**config.mk**
```make
export PLATFORM = sky130hd
export DESIGN_NAME = route_table_with_aging
export DESIGN_NICKNAME = d
export VERILOG_FILES = /design/src/rtl/rta_pkg.sv /design/src/rtl/rta_table_mem.sv /design/src/rtl/rta_cfg_regs.sv /design/src/rtl/rta_ctrl.sv /design/src/rtl/route_table_with_aging.sv
export SDC_FILE = /design/constraint.sdc
export NUM_CORES = 1
export LEC_CHECK = 0
export BUFFER_PORTS_ARGS = -buffer_cell sky130_fd_sc_hd__buf_2
export CELL_PAD_IN_SITES_DETAIL_PLACEMENT = 1
export CELL_PAD_IN_SITES_GLOBAL_PLACEMENT = 2
export CORE_MARGIN = 2
export CORE_UTILIZATION = 40
export DETAILED_ROUTE_END_ITERATION = 7
export PLACE_DENSITY_LB_ADDON = 0.05
export SYNTH_ARGS = -nofsm -noshare
export SYNTH_HDL_FRONTEND = slang
export SYNTH_SLANG_ARGS = --single-unit
export TNS_END_PERCENT = 50
```
**constraint.sdc**
```tcl
create_clock -name clk_i -period 6.4 [get_ports clk_i]
set_input_delay 0.64 -clock clk_i [delete_from_list [all_inputs] [get_ports clk_i]]
set_output_delay 0.64 -clock clk_i [all_outputs]
set_load 0.005 [all_outputs]
```
**src/rtl/rta_pkg.sv**
```systemverilog
// ----------------------------------------------------------------------------
// Route table package
// Shared types, sizes and codes for the route table with aging.
// ----------------------------------------------------------------------------
package rta_pkg;

  // Table geometry.
  localparam int unsigned TableDepth = 32;
  localparam int unsigned IdxW       = $clog2(TableDepth);
  localparam int unsigned CntW       = $clog2(TableDepth + 1);

  // Fixed field widths of the request and response.
  localparam int unsigned AddrW   = 16;
  localparam int unsigned LifeW   = 8;
  localparam int unsigned StatusW = 3;
  localparam int unsigned SlotW   = 5;
  localparam int unsigned UsedW   = 6;

  // Configuration port.
  localparam int unsigned PaddrW = 3;
  localparam int unsigned PdataW = 32;
  localparam int unsigned RegSel = 2;  // paddr bit that selects the register

  typedef logic [IdxW-1:0]    idx_t;
  typedef logic [CntW-1:0]    cnt_t;
  typedef logic [AddrW-1:0]   addr_t;
  typedef logic [LifeW-1:0]   life_t;
  typedef logic [StatusW-1:0] status_t;
  typedef logic [SlotW-1:0]   slot_t;
  typedef logic [UsedW-1:0]   used_t;

  localparam cnt_t FullCount = cnt_t'(TableDepth);

  // Register indexes.
  localparam logic REG_OWN_NODE_ID = 1'b0;
  localparam logic REG_LIFE_RELOAD = 1'b1;

  localparam addr_t OwnNodeIdReset  = '0;
  localparam life_t LifeReloadReset = life_t'(3);

  // Request commands.
  localparam logic CMD_RESPONSE = 1'b0;
  localparam logic CMD_AGE      = 1'b1;

  // Response status codes.
  localparam status_t STATUS_UPDATED        = status_t'(0);
  localparam status_t STATUS_INSERTED       = status_t'(1);
  localparam status_t STATUS_NOT_ADDRESSED  = status_t'(2);
  localparam status_t STATUS_FULL_COMPACTED = status_t'(3);
  localparam status_t STATUS_AGED           = status_t'(4);

  typedef struct packed {
    logic  cmd;
    addr_t resp_target;
    addr_t route_dest;
    addr_t hop_addr;
  } in_req_t;

  typedef struct packed {
    status_t status;
    slot_t   slot;
    used_t   used_count;
  } out_rsp_t;

  typedef struct packed {
    addr_t own_node_id;
    life_t life_reload;
  } cfg_t;

  typedef struct packed {
    addr_t dest;
    addr_t hop;
    life_t life;
  } entry_t;

  typedef struct packed {
    logic en;
    idx_t addr;
  } mem_rd_t;

  typedef struct packed {
    logic   en;
    idx_t   addr;
    entry_t data;
  } mem_wr_t;

  typedef enum logic [1:0] {
    ST_IDLE,
    ST_SCAN,
    ST_DONE
  } ctrl_state_e;

  typedef enum logic [1:0] {
    MODE_AGE,
    MODE_NOADDR,
    MODE_SEARCH,
    MODE_COMPACT
  } mode_e;

endpackage

```
**src/rtl/rta_table_mem.sv**
```systemverilog
// ----------------------------------------------------------------------------
// Route table memory
// One write port and one read port with registered read data.
// ----------------------------------------------------------------------------
module rta_table_mem (
  input  logic             clk_i,
  input  rta_pkg::mem_rd_t rd_i,
  input  rta_pkg::mem_wr_t wr_i,
  output rta_pkg::entry_t  rdata_o
);

  rta_pkg::entry_t mem [rta_pkg::TableDepth];
  rta_pkg::entry_t rdata_q;

  always_ff @(posedge clk_i) begin
    if (wr_i.en) begin
      mem[wr_i.addr] <= wr_i.data;
    end
  end

  always_ff @(posedge clk_i) begin
    if (rd_i.en) begin
      rdata_q <= mem[rd_i.addr];
    end
  end

  assign rdata_o = rdata_q;

endmodule

```
**src/rtl/rta_cfg_regs.sv**
```systemverilog
// ----------------------------------------------------------------------------
// Route table configuration registers
// APB-style register file for the node id and the life reload value.
// ----------------------------------------------------------------------------
module rta_cfg_regs (
  input  logic                        clk_i,
  input  logic                        rst_ni,
  input  logic                        psel,
  input  logic                        penable,
  input  logic                        pwrite,
  input  logic [rta_pkg::PaddrW-1:0]  paddr,
  input  logic [rta_pkg::PdataW-1:0]  pwdata,
  output logic [rta_pkg::PdataW-1:0]  prdata,
  output logic                        pready,
  output rta_pkg::cfg_t               cfg_o
);

  rta_pkg::cfg_t cfg_q, cfg_d;
  logic          reg_idx;

  assign reg_idx = paddr[rta_pkg::RegSel];
  assign pready  = 1'b1;

  always_comb begin
    cfg_d = cfg_q;
    if (psel && penable && pwrite) begin
      case (reg_idx)
        rta_pkg::REG_OWN_NODE_ID: cfg_d.own_node_id = pwdata[rta_pkg::AddrW-1:0];
        rta_pkg::REG_LIFE_RELOAD: cfg_d.life_reload = pwdata[rta_pkg::LifeW-1:0];
        default: cfg_d = cfg_q;
      endcase
    end
  end

  always_comb begin
    case (reg_idx)
      rta_pkg::REG_OWN_NODE_ID: prdata = rta_pkg::PdataW'(cfg_q.own_node_id);
      rta_pkg::REG_LIFE_RELOAD: prdata = rta_pkg::PdataW'(cfg_q.life_reload);
      default: prdata = '0;
    endcase
  end

  always_ff @(posedge clk_i or negedge rst_ni) begin
    if (!rst_ni) begin
      cfg_q.own_node_id <= rta_pkg::OwnNodeIdReset;
      cfg_q.life_reload <= rta_pkg::LifeReloadReset;
    end else begin
      cfg_q <= cfg_d;
    end
  end

  assign cfg_o = cfg_q;

endmodule

```
**src/rtl/rta_ctrl.sv**
```systemverilog
// ----------------------------------------------------------------------------
// Route table controller
// Walks the table memory for search, aging and compaction and holds the
// response register.
// ----------------------------------------------------------------------------
module rta_ctrl (
  input  logic              clk_i,
  input  logic              rst_ni,
  input  rta_pkg::cfg_t     cfg_i,
  input  logic              in_valid_i,
  output logic              in_ready_o,
  input  rta_pkg::in_req_t  in_req_i,
  output logic              out_valid_o,
  input  logic              out_ready_i,
  output rta_pkg::out_rsp_t out_rsp_o,
  output rta_pkg::mem_rd_t  rd_o,
  output rta_pkg::mem_wr_t  wr_o,
  input  rta_pkg::entry_t   rdata_i
);

  rta_pkg::ctrl_state_e state_q, state_d;
  rta_pkg::mode_e       mode_q, mode_d;
  rta_pkg::in_req_t     req_q, req_d;
  rta_pkg::cnt_t        idx_q, idx_d;
  rta_pkg::cnt_t        kept_q, kept_d;
  rta_pkg::cnt_t        fill_q, fill_d;
  rta_pkg::cnt_t        fill_inc;
  rta_pkg::idx_t        didx_q;
  logic                 dv_q;
  rta_pkg::out_rsp_t    res_q, res_d;
  rta_pkg::out_rsp_t    out_q, out_d;
  logic                 out_valid_q, out_valid_d;
  logic                 walk_done;
  logic                 accept;

  assign accept     = in_valid_i && in_ready_o;
  assign in_ready_o = (state_q == rta_pkg::ST_IDLE);
  assign fill_inc   = fill_q + rta_pkg::cnt_t'(1);

  // Every entry has been issued and the last read data has been consumed.
  assign walk_done = !dv_q && (idx_q == fill_q);

  always_comb begin
    rd_o.en   = (state_q == rta_pkg::ST_SCAN) && (mode_q != rta_pkg::MODE_NOADDR) &&
                (idx_q < fill_q);
    rd_o.addr = idx_q[rta_pkg::IdxW-1:0];
  end

  always_comb begin
    state_d     = state_q;
    mode_d      = mode_q;
    req_d       = req_q;
    idx_d       = idx_q;
    kept_d      = kept_q;
    fill_d      = fill_q;
    res_d       = res_q;
    out_d       = out_q;
    out_valid_d = out_valid_q && !out_ready_i;
    wr_o.en     = 1'b0;
    wr_o.addr   = didx_q;
    wr_o.data   = rdata_i;

    if (rd_o.en) begin
      idx_d = idx_q + rta_pkg::cnt_t'(1);
    end

    case (state_q)
      rta_pkg::ST_IDLE: begin
        if (accept) begin
          req_d  = in_req_i;
          idx_d  = '0;
          kept_d = '0;
          if (in_req_i.cmd == rta_pkg::CMD_AGE) begin
            mode_d = rta_pkg::MODE_AGE;
          end else if (in_req_i.resp_target != cfg_i.own_node_id) begin
            mode_d = rta_pkg::MODE_NOADDR;
          end else if (fill_q < rta_pkg::FullCount) begin
            mode_d = rta_pkg::MODE_SEARCH;
          end else begin
            mode_d = rta_pkg::MODE_COMPACT;
          end
          state_d = rta_pkg::ST_SCAN;
        end
      end

      rta_pkg::ST_SCAN: begin
        case (mode_q)
          rta_pkg::MODE_NOADDR: begin
            res_d.status     = rta_pkg::STATUS_NOT_ADDRESSED;
            res_d.slot       = '0;
            res_d.used_count = rta_pkg::used_t'(fill_q);
            state_d          = rta_pkg::ST_DONE;
          end
          rta_pkg::MODE_SEARCH: begin
            if (dv_q && (rdata_i.dest == req_q.route_dest)) begin
              wr_o.en          = 1'b1;
              wr_o.addr        = didx_q;
              wr_o.data.dest   = req_q.route_dest;
              wr_o.data.hop    = req_q.hop_addr;
              wr_o.data.life   = cfg_i.life_reload;
              res_d.status     = rta_pkg::STATUS_UPDATED;
              res_d.slot       = rta_pkg::slot_t'(didx_q);
              res_d.used_count = rta_pkg::used_t'(fill_q);
              state_d          = rta_pkg::ST_DONE;
            end else if (walk_done) begin
              wr_o.en          = 1'b1;
              wr_o.addr        = fill_q[rta_pkg::IdxW-1:0];
              wr_o.data.dest   = req_q.route_dest;
              wr_o.data.hop    = req_q.hop_addr;
              wr_o.data.life   = cfg_i.life_reload;
              fill_d           = fill_inc;
              res_d.status     = rta_pkg::STATUS_INSERTED;
              res_d.slot       = rta_pkg::slot_t'(fill_q);
              res_d.used_count = rta_pkg::used_t'(fill_inc);
              state_d          = rta_pkg::ST_DONE;
            end
          end
          rta_pkg::MODE_AGE: begin
            if (dv_q && (rdata_i.life != '0)) begin
              wr_o.en        = 1'b1;
              wr_o.addr      = didx_q;
              wr_o.data.life = rdata_i.life - rta_pkg::life_t'(1);
            end
            if (walk_done) begin
              res_d.status     = rta_pkg::STATUS_AGED;
              res_d.slot       = '0;
              res_d.used_count = rta_pkg::used_t'(fill_q);
              state_d          = rta_pkg::ST_DONE;
            end
          end
          rta_pkg::MODE_COMPACT: begin
            // Live entries slide down to the kept position; the read pointer
            // always runs ahead of the write pointer.
            if (dv_q && (rdata_i.life != '0)) begin
              wr_o.en   = 1'b1;
              wr_o.addr = kept_q[rta_pkg::IdxW-1:0];
              kept_d    = kept_q + rta_pkg::cnt_t'(1);
            end
            if (walk_done) begin
              fill_d           = kept_q;
              res_d.status     = rta_pkg::STATUS_FULL_COMPACTED;
              res_d.slot       = '0;
              res_d.used_count = rta_pkg::used_t'(kept_q);
              state_d          = rta_pkg::ST_DONE;
            end
          end
          default: state_d = rta_pkg::ST_DONE;
        endcase
      end

      rta_pkg::ST_DONE: begin
        if (!out_valid_q || out_ready_i) begin
          out_d       = res_q;
          out_valid_d = 1'b1;
          state_d     = rta_pkg::ST_IDLE;
        end
      end

      default: state_d = rta_pkg::ST_IDLE;
    endcase
  end

  always_ff @(posedge clk_i or negedge rst_ni) begin
    if (!rst_ni) begin
      state_q     <= rta_pkg::ST_IDLE;
      mode_q      <= rta_pkg::MODE_AGE;
      idx_q       <= '0;
      kept_q      <= '0;
      fill_q      <= '0;
      dv_q        <= 1'b0;
      out_valid_q <= 1'b0;
    end else begin
      state_q     <= state_d;
      mode_q      <= mode_d;
      idx_q       <= idx_d;
      kept_q      <= kept_d;
      fill_q      <= fill_d;
      dv_q        <= rd_o.en;
      out_valid_q <= out_valid_d;
    end
  end

  always_ff @(posedge clk_i) begin
    req_q  <= req_d;
    res_q  <= res_d;
    out_q  <= out_d;
    didx_q <= rd_o.addr;
  end

  assign out_valid_o = out_valid_q;
  assign out_rsp_o   = out_q;

  // The table never holds more entries than it has rows.
  a_fill_bound: assert property (@(posedge clk_i) disable iff (!rst_ni)
    fill_q <= rta_pkg::FullCount)
    else $error("fill level beyond table depth");

  // Reads and writes never touch the same row in one cycle.
  a_no_rw_clash: assert property (@(posedge clk_i) disable iff (!rst_ni)
    (wr_o.en && rd_o.en) |-> (wr_o.addr != rd_o.addr))
    else $error("read and write to the same row");

  // Compaction never writes ahead of the entry being examined.
  a_compact_order: assert property (@(posedge clk_i) disable iff (!rst_ni)
    (state_q == rta_pkg::ST_SCAN && mode_q == rta_pkg::MODE_COMPACT && dv_q) |->
    (kept_q <= rta_pkg::cnt_t'(didx_q)))
    else $error("compaction write pointer passed read pointer");

  // A finished result is moved into a free response register.
  a_result_loaded: assert property (@(posedge clk_i) disable iff (!rst_ni)
    (state_q == rta_pkg::ST_DONE && (!out_valid_q || out_ready_i)) |=>
    (out_valid_q && state_q == rta_pkg::ST_IDLE))
    else $error("result not loaded into response register");

  // The table is only written while a request is being worked on.
  a_write_in_scan: assert property (@(posedge clk_i) disable iff (!rst_ni)
    wr_o.en |-> (state_q == rta_pkg::ST_SCAN))
    else $error("table write outside of a scan");

endmodule

```
**src/rtl/route_table_with_aging.sv**
```systemverilog
// ----------------------------------------------------------------------------
// Route table with aging
// Keeps up to TableDepth routes (destination, next hop, life) in one table
// memory and updates, inserts, ages or compacts them one request at a time.
// ----------------------------------------------------------------------------
//
//   Channel   Signals                                   Direction
//   -------   ---------------------------------------   ---------
//   in        in_valid_i / in_ready_o / in_req_i         request in
//   out       out_valid_o / out_ready_i / out_rsp_o      response out
//   cfg       psel penable pwrite paddr pwdata prdata    register port
//
// The controller accepts a request, then issues one table read per cycle
// through the single read port of the table memory while it walks the used
// rows and writes a row back in the cycle after its read, and then hands
// the result to the response register. A request that is not addressed
// to this node reads no rows. Reset clears the fill count and the
// handshake state and sets the configuration registers to their reset
// values; the table memory itself is not cleared, since only rows below
// the fill count are ever read. A stalled response waits in the response
// register while the next request is already taken and worked on.
//
// A route response first searches the used rows for its destination; the
// lowest match gets the new hop and a reloaded life, otherwise the route is
// appended. When the table is full the response is dropped and the table is
// compacted in place: rows with a nonzero life slide down in order. An aging
// tick decrements each nonzero life among the used rows.
module route_table_with_aging (
  input  logic                        clk_i,
  input  logic                        rst_ni,
  input  logic                        in_valid_i,
  output logic                        in_ready_o,
  input  rta_pkg::in_req_t            in_req_i,
  output logic                        out_valid_o,
  input  logic                        out_ready_i,
  output rta_pkg::out_rsp_t           out_rsp_o,
  input  logic                        psel,
  input  logic                        penable,
  input  logic                        pwrite,
  input  logic [rta_pkg::PaddrW-1:0]  paddr,
  input  logic [rta_pkg::PdataW-1:0]  pwdata,
  output logic [rta_pkg::PdataW-1:0]  prdata,
  output logic                        pready
);

  rta_pkg::cfg_t    cfg;
  rta_pkg::mem_rd_t mem_rd;
  rta_pkg::mem_wr_t mem_wr;
  rta_pkg::entry_t  mem_rdata;

  // Node id and life reload registers.
  rta_cfg_regs u_cfg (
    .clk_i   (clk_i),
    .rst_ni  (rst_ni),
    .psel    (psel),
    .penable (penable),
    .pwrite  (pwrite),
    .paddr   (paddr),
    .pwdata  (pwdata),
    .prdata  (prdata),
    .pready  (pready),
    .cfg_o   (cfg)
  );

  // The route table: one row per route, with registered read data.
  rta_table_mem u_mem (
    .clk_i   (clk_i),
    .rd_i    (mem_rd),
    .wr_i    (mem_wr),
    .rdata_o (mem_rdata)
  );

  // Sequencer that walks the table and builds each response.
  rta_ctrl u_ctrl (
    .clk_i       (clk_i),
    .rst_ni      (rst_ni),
    .cfg_i       (cfg),
    .in_valid_i  (in_valid_i),
    .in_ready_o  (in_ready_o),
    .in_req_i    (in_req_i),
    .out_valid_o (out_valid_o),
    .out_ready_i (out_ready_i),
    .out_rsp_o   (out_rsp_o),
    .rd_o        (mem_rd),
    .wr_o        (mem_wr),
    .rdata_i     (mem_rdata)
  );

endmodule

```
Yosys cells after proc, flatten, opt, wreduce, memory -nomap -nowiden
Memory sizes are Yosys's and may differ from the RTL's. A register that Yosys moved wholly into a read port is not among the register bits.
Index checks and enable logic that the tools add are counted.
Storage, ports and cells
  bits in read-only memories: 0
  memories: 1
  output and inout bits: 49
  memory bits (writable): 1280
  input port bits: 91
  latch bits: 0
  register bits after elaboration: 113
  word-level logic and storage cells: 110
Memory list
  u_mem.mem: depth 32, bits a word 40, rd ports 1, clocked after Yosys merged registers in 1, wr ports 1, line rta_table_mem.sv:12  | rta_pkg::entry_t mem [rta_pkg::TableDepth];
Operators by class
  multiply operators: 0
  equality and inequality tests: 18
  reduce and logical (&&, ||, !) cells: 27
  div/mod/pow operators: 0
  add/subtract/negate cells: 4
  bitwise gates (word level): 1
  multiplexer cells: 39
  magnitude comparators: 2
  shifts and indexed selects: 0
Operator list (count)
  two-way mux 46 bit: 3
  two-way mux 6 bit: 11
  one-hot mux 32 bit (2 select lines): 1
  two-way mux 14 bit: 4
  one-hot mux 14 bit (4 select lines): 1
  two-way mux 32 bit: 1
  one-hot mux 6 bit (2 select lines): 2
  adder 6 x 1 -> 6 bit (second input constant): 3
  one-hot mux 6 bit (3 select lines): 1
  equality test 16 bit: 1
  != test 16 bit: 1
  one-hot mux 8 bit (2 select lines): 1
  two-way mux 2 bit: 6
  one-hot mux 2 bit (3 select lines): 2
  != test 2 x 1 -> 1 bit (second input constant): 5
  AND reduction 2 bit: 5
  logical AND 1 bit: 9
  two-way mux 8 bit: 1
  != test 2 bit (second input constant): 4
  AND reduction 4 bit: 2
  nonzero test 8 bit: 1
  subtractor 8 x 1 -> 8 bit (second input constant): 1
  equality test 2 bit (second input constant): 3
  equality test 6 bit: 1
  other kinds (12): 21

Depth between registers and ports, before layout
  depth after elaboration: 8
  gate-level depth with buffers: 13
  gate-level depth less buffers: 8

By module
Synthesis repeated with hierarchy kept, for this count alone.
Unflattened totals
  cells, all modules: 3400
  area, all modules: 57452.6 um2
By module, submodules not included
  rta_table_mem: area an instance 50965.1 um2, times used 1, cells each 2813
  rta_ctrl: area an instance 5237.5 um2, times used 1, cells each 499
  rta_cfg_regs: area an instance 1249.9 um2, times used 1, cells each 88

Least setup slack after synthesis
Ideal clock, no wire load.
  kind: flip-flop to flip-flop
  start point: register u_ctrl.idx_q[0]
  end point: memory u_mem.mem[10][0] in the netlist's numbering (enable)
  cell stages (with the launch flop): 13
  slack: 765 ps
  buffers on the path: 5
  clock period less this slack: 5635 ps
  arrival time: 5169 ps
  required time: 5934 ps
  cell sequence: dfrtp_1 > clkbuf_1 > buf_2 > buf_2 > inv_1 > ha_1 > nand4b_4 > or2_0 > buf_6 > a221o_1 > a211o_1 > buf_6 > nor4_1
On the way
  cells in the longest elaborated chain, start to end: 8
RTL lines
  start: declaration: line rta_ctrl.sv:24  | rta_pkg::cnt_t idx_q, idx_d;
  start signal: assignment: line rta_ctrl.sv:175  | idx_q <= idx_d;
  equality test 6 bit *: line rta_ctrl.sv:41  | assign walk_done = !dv_q && (idx_q == fill_q);
  logical AND 1 bit *: line rta_ctrl.sv:41
  two-way mux 46 bit *: line rta_ctrl.sv:105  | end else if (walk_done) begin
  two-way mux 46 bit *: line rta_ctrl.sv:95  | if (dv_q && (rdata_i.dest == req_q.route_dest)) begin
  one-hot mux 6 bit (3 select lines) *: line rta_ctrl.sv:87  | case (mode_q)
  two-way mux 46 bit *: line rta_ctrl.sv:67  | case (state_q)
  two-way mux 1 bit: line rta_table_mem.sv:16  | if (wr_i.en) begin
  two-way mux 1 bit (not written as such): line rta_table_mem.sv:17  | mem[wr_i.addr] <= wr_i.data;
  end: declaration: line rta_table_mem.sv:12
Mark *: on every way between the ends. The rest lies on a longest branch, timed or not.

Final worst setup path
  start point: register u_ctrl.idx_q[0]
  end point: memory u_mem.mem[28][4] in the netlist's numbering (enable)
The elaborated chain is that of the path after synthesis.

==> summary.md <==
| Metric | Value |
|---|---|
| Initial antenna violation count | 1 |
| Antenna diodes | 0 |
| R2R setup slack | 1.53 ns |
| Status | finished, final reports clean |
| Final Util | 46.3% |
| Synth area leaders | edfxtp_1 71%, mux4_2 15%, dfrtp_1 3.2% |
| Largest net degree at the start of global routing | 109 |
| # clock sinks | 889 |
| # setup viols final | 0 |
| Later-pin clock latency in the skew report | 0.67 ns |
| # resized after CTS | 0 |
| CP Max Fanout | 28 |
| Sequential element share of the synthesized area | 74.3% |
| Critical path's top delay family | simple AND/OR/NAND/NOR gates |
| Main synth FF type | edfxtp_1 |
| RSZ-0062 raised after global routing | no |
| DR vias | 17,200 |
| Mapped Cells | 1,677 |
| Power density over cell area | 311 nW/um2 |
| Inserted Clock Buffers | 96 |
| Worst-margin pin slew | 1.23 ns |
| Warnings from Yosys | 0 |
| Fin crit share | 76.2% |
| Via density | 5.58 |
| Number of routed nets with antenna violations | 0 |
| CP Class | flip-flop to flip-flop |
| Reg clk slew, reported paths | 0.06 ns |
| Avg WL per Cell | 29.7 um |
| FF-to-FF Start | u_ctrl.idx_q[0] |
| Syn-to-layout area delta | 14.8% |
| Crit path DAT | 5.20 ns |
| Clk root buf | clkbuf_16 |
| Total Power | 12.7 mW |
| Layout cells sized above 1 | 33.9% |
| Die Area | 91,300 um2 |
| Max stage delay on crit path | 0.81 ns |
| Max-Cap Viols | 0 |
| HP Class | input port to async pin |
| Clock Path Buffers | 3 |
| Setup crit start | u_ctrl.idx_q[0] |
| Post-synthesis register bit count | 889 |
| Post-Syn Area | 35,600 um2 |
| TritonCTS clock tree | yes |
| Starting DRT DRC Count | 1,285 |
| Initial Util | 40.3% |
| Final hold slack | 0.130 ns |
| Min setup slack post-route | 1.53 ns |
| Min Tclk post-route | 4.87 ns |
| Peak VDD IR | 243 uV |
| Core area | 88,200 um2 |
| DRC viols | 0 |
| Overall Global Routing Usage | 20.5% |
| Max-slew violations | 0 |
| Total Wirelength | 91,700 um |
| Worst path slowest cell | dfrtp_4 |
| # IOs | 140 |
| Nets | 1,944 |
| Syn avg cell area | 21.2 um2 |
| Number of synthesized flops with an enable pin | 836 |
| Setup TNS | 0 ns |
| Required time worst endpoint | 6.73 ns |
| Post-route cell area | 40,800 um2 |
| Remaining Overflow, GRT | 0 |
| Rows | 109 |
| Final Skew | 0.0568 ns |
| Drt pass-1 iters | 5 |
| Die Wd | 302 um |
| Area leader, netlist | edfxtp_1 |
| Setup slack after placement | 1.53 ns |
| Leak Pwr | 12.7 nW |
| CP Cell Sequence | inv_1 > ha_1 > nand4b_4 > or2_0 > a311oi_1 > a31oi_1 > nand3_1 > nor2_4 > buf_4 |
| Worst setup SP type | flip-flop |
| Height of the die | 302 um |
| Slew headroom | 18.2% |
| Vias in the first global route | 18,500 |
| RR Endpoint | u_mem.mem[28][4] |
| Buffers on Ports | 88 |
| Cts hold-fix bufs | 0 |
| Wire length of the first global-routing pass | 133,000 um |
| Fin. Hold Viols | 0 |
| Critical Path End | u_mem.mem[28][4] |
| GPL Wtd Cong | 0.770 |
| Worst path bufs/invs | 2 |
| Layout Cells excl Fill | 3,083 |
| Post-synth top area share | 70.6% |
| Unique masters post-synth | 71 |
| Crit. End Element | flip-flop |
| Placed cell count | 2,905 |
| Post-CTS Setup Inserts | 0 |
| Area post-placement | 37,700 um2 |
| Reg2Reg Depth | 9 |
| Stages on worst setup path | 9 |
| Hpwl dp | 52,500 um |
| H-tree levels | 3 |
| Post-synthesis async set-or-reset flop share | 5.40% |
| Maximum clock frequency | 205 MHz |
[flip-flops by register name (all words and copies together) (netlist names)]
signal,count
u_ctrl.didx_q,5
u_ctrl.state_q,2
u_ctrl.kept_q,6
u_ctrl.out_valid_o,1
u_mem.rdata_o,24
u_ctrl.mode_q,2
u_ctrl.req_q,16
u_ctrl.fill_q,6
u_mem.mem,768
u_ctrl.out_rsp_o,14
u_ctrl.res_q,14
u_ctrl.idx_q,6
u_ctrl.dv_q,1
u_cfg.cfg_o,24
[worst min path at each step]
stage | from | to | slack [ns] | cells after the start
finish | rst_ni | u_ctrl.idx_q[1] | 0.13 | 2
global placement | u_ctrl.res_q[13] | u_ctrl.out_rsp_o[13] | 0.40 | 0
detailed placement | u_ctrl.res_q[10] | u_ctrl.out_rsp_o[10] | 0.41 | 0
floorplan | rst_ni | u_cfg.cfg_o[10] | 0.34 | 0
CTS | rst_ni | u_ctrl.idx_q[1] | 0.11 | 2
global route | in_req_i[26] | u_ctrl.req_q[26] | 0.12 | 1
[worst register-to-register path: cells and delay by family (launching register included)]
| family | cells | cell delay (ns) |
|---|---|---|
| AND/OR/NAND/NOR | 4 | 2.00 |
| buffers and inverters | 2 | 0.53 |
| adder cells (fa/ha/maj) | 1 | 0.35 |
| AO/OA/AOI/OAI | 2 | 0.84 |
| flip-flops | 1 | 0.81 |
[final cells by class]
type | instances | area, um2
Clock buffer | 123 | 2530
Clock inverter | 55 | 566
Fill cell | 7942 | 47400
Inverter | 16 | 60.1
Multi-Input combinational cell | 686 | 8850
Sequential cell | 889 | 26400
Tap cell | 1165 | 1460
Timing Repair Buffer | 149 | 923
[cell usage in the layout, fill, tap and decap left out, types with 4 or more instances in the layout]
master and instances:
nand4_1 8, edfxtp_1 836, nor2b_1 19, mux2_2 72, nor3_2 17, buf_2 88, a21oi_1 13, nand3_1 17
mux2i_1 4, nor3_1 11, o21ai_0 21, or2_2 7, ha_1 15, nor2_1 25, a21boi_0 4, clkbuf_16 97
xnor2_1 7, nand2_1 41, nor4_1 13, mux4_2 240, dfxtp_1 5, nor2_4 13, a221o_1 11, clkinv_1 22
clkbuf_1 25, and2_1 4, dfrtp_4 4, o31ai_1 5, a31oi_1 6, bufinv_16 9, conb_1 17, nand2b_1 7
inv_1 16, xor2_1 36, clkinv_2 13, clkinvlp_4 5, dfrtp_1 41, buf_4 59
[report_power, final]
part | total [mW] | internal (mW) | switching (mW)
logic | 0.583 | 0.185 | 0.398
registers | 6.65 | 6.57 | 0.0810
clock network | 5.45 | 3.17 | 2.29
[routing by layer]
layer  wire [um]  global-route usage, %  up-vias  share of wire (%)
met5           0                      0        -                  0
met4        1920                   5.32        0                2.1
met3        3510                   2.87      116                3.8
met2       45500                   34.1      352                 50
met1       40800                   28.6     9454                 44
li1            -                      -     7282                  -
[cell usage after synthesis, types with 8 or more instances]
master    instances
dfrtp_1          46
inv_1            16
mux4_2          240
ha_1             15
a221o_1          11
buf_4            17
nor4_1           14
a21oi_1          13
o21ai_0          21
nand2_1          41
xor2_1           36
nand4_1           8
nor2_1           38
buf_2            18
buf_1            10
nor2b_1          19
mux2_2           72
clkbuf_1         52
nor3_1           28
edfxtp_1        836
nand3_1          17
[kinds of logic after synthesis]
kind of cell | count (synthesis) | share of synthesized area (%)
flops | 889 | 74.3
mux | 316 | 17.6
simple gates | 207 | 3.15
buf+inv | 117 | 1.56
compound gates | 88 | 1.83
xor+xnor | 43 | 1.06
fa+ha+maj | 15 | 0.528
other cells | 2 | 0.0211
No activity file was read; power rests on OpenSTA's default activity.
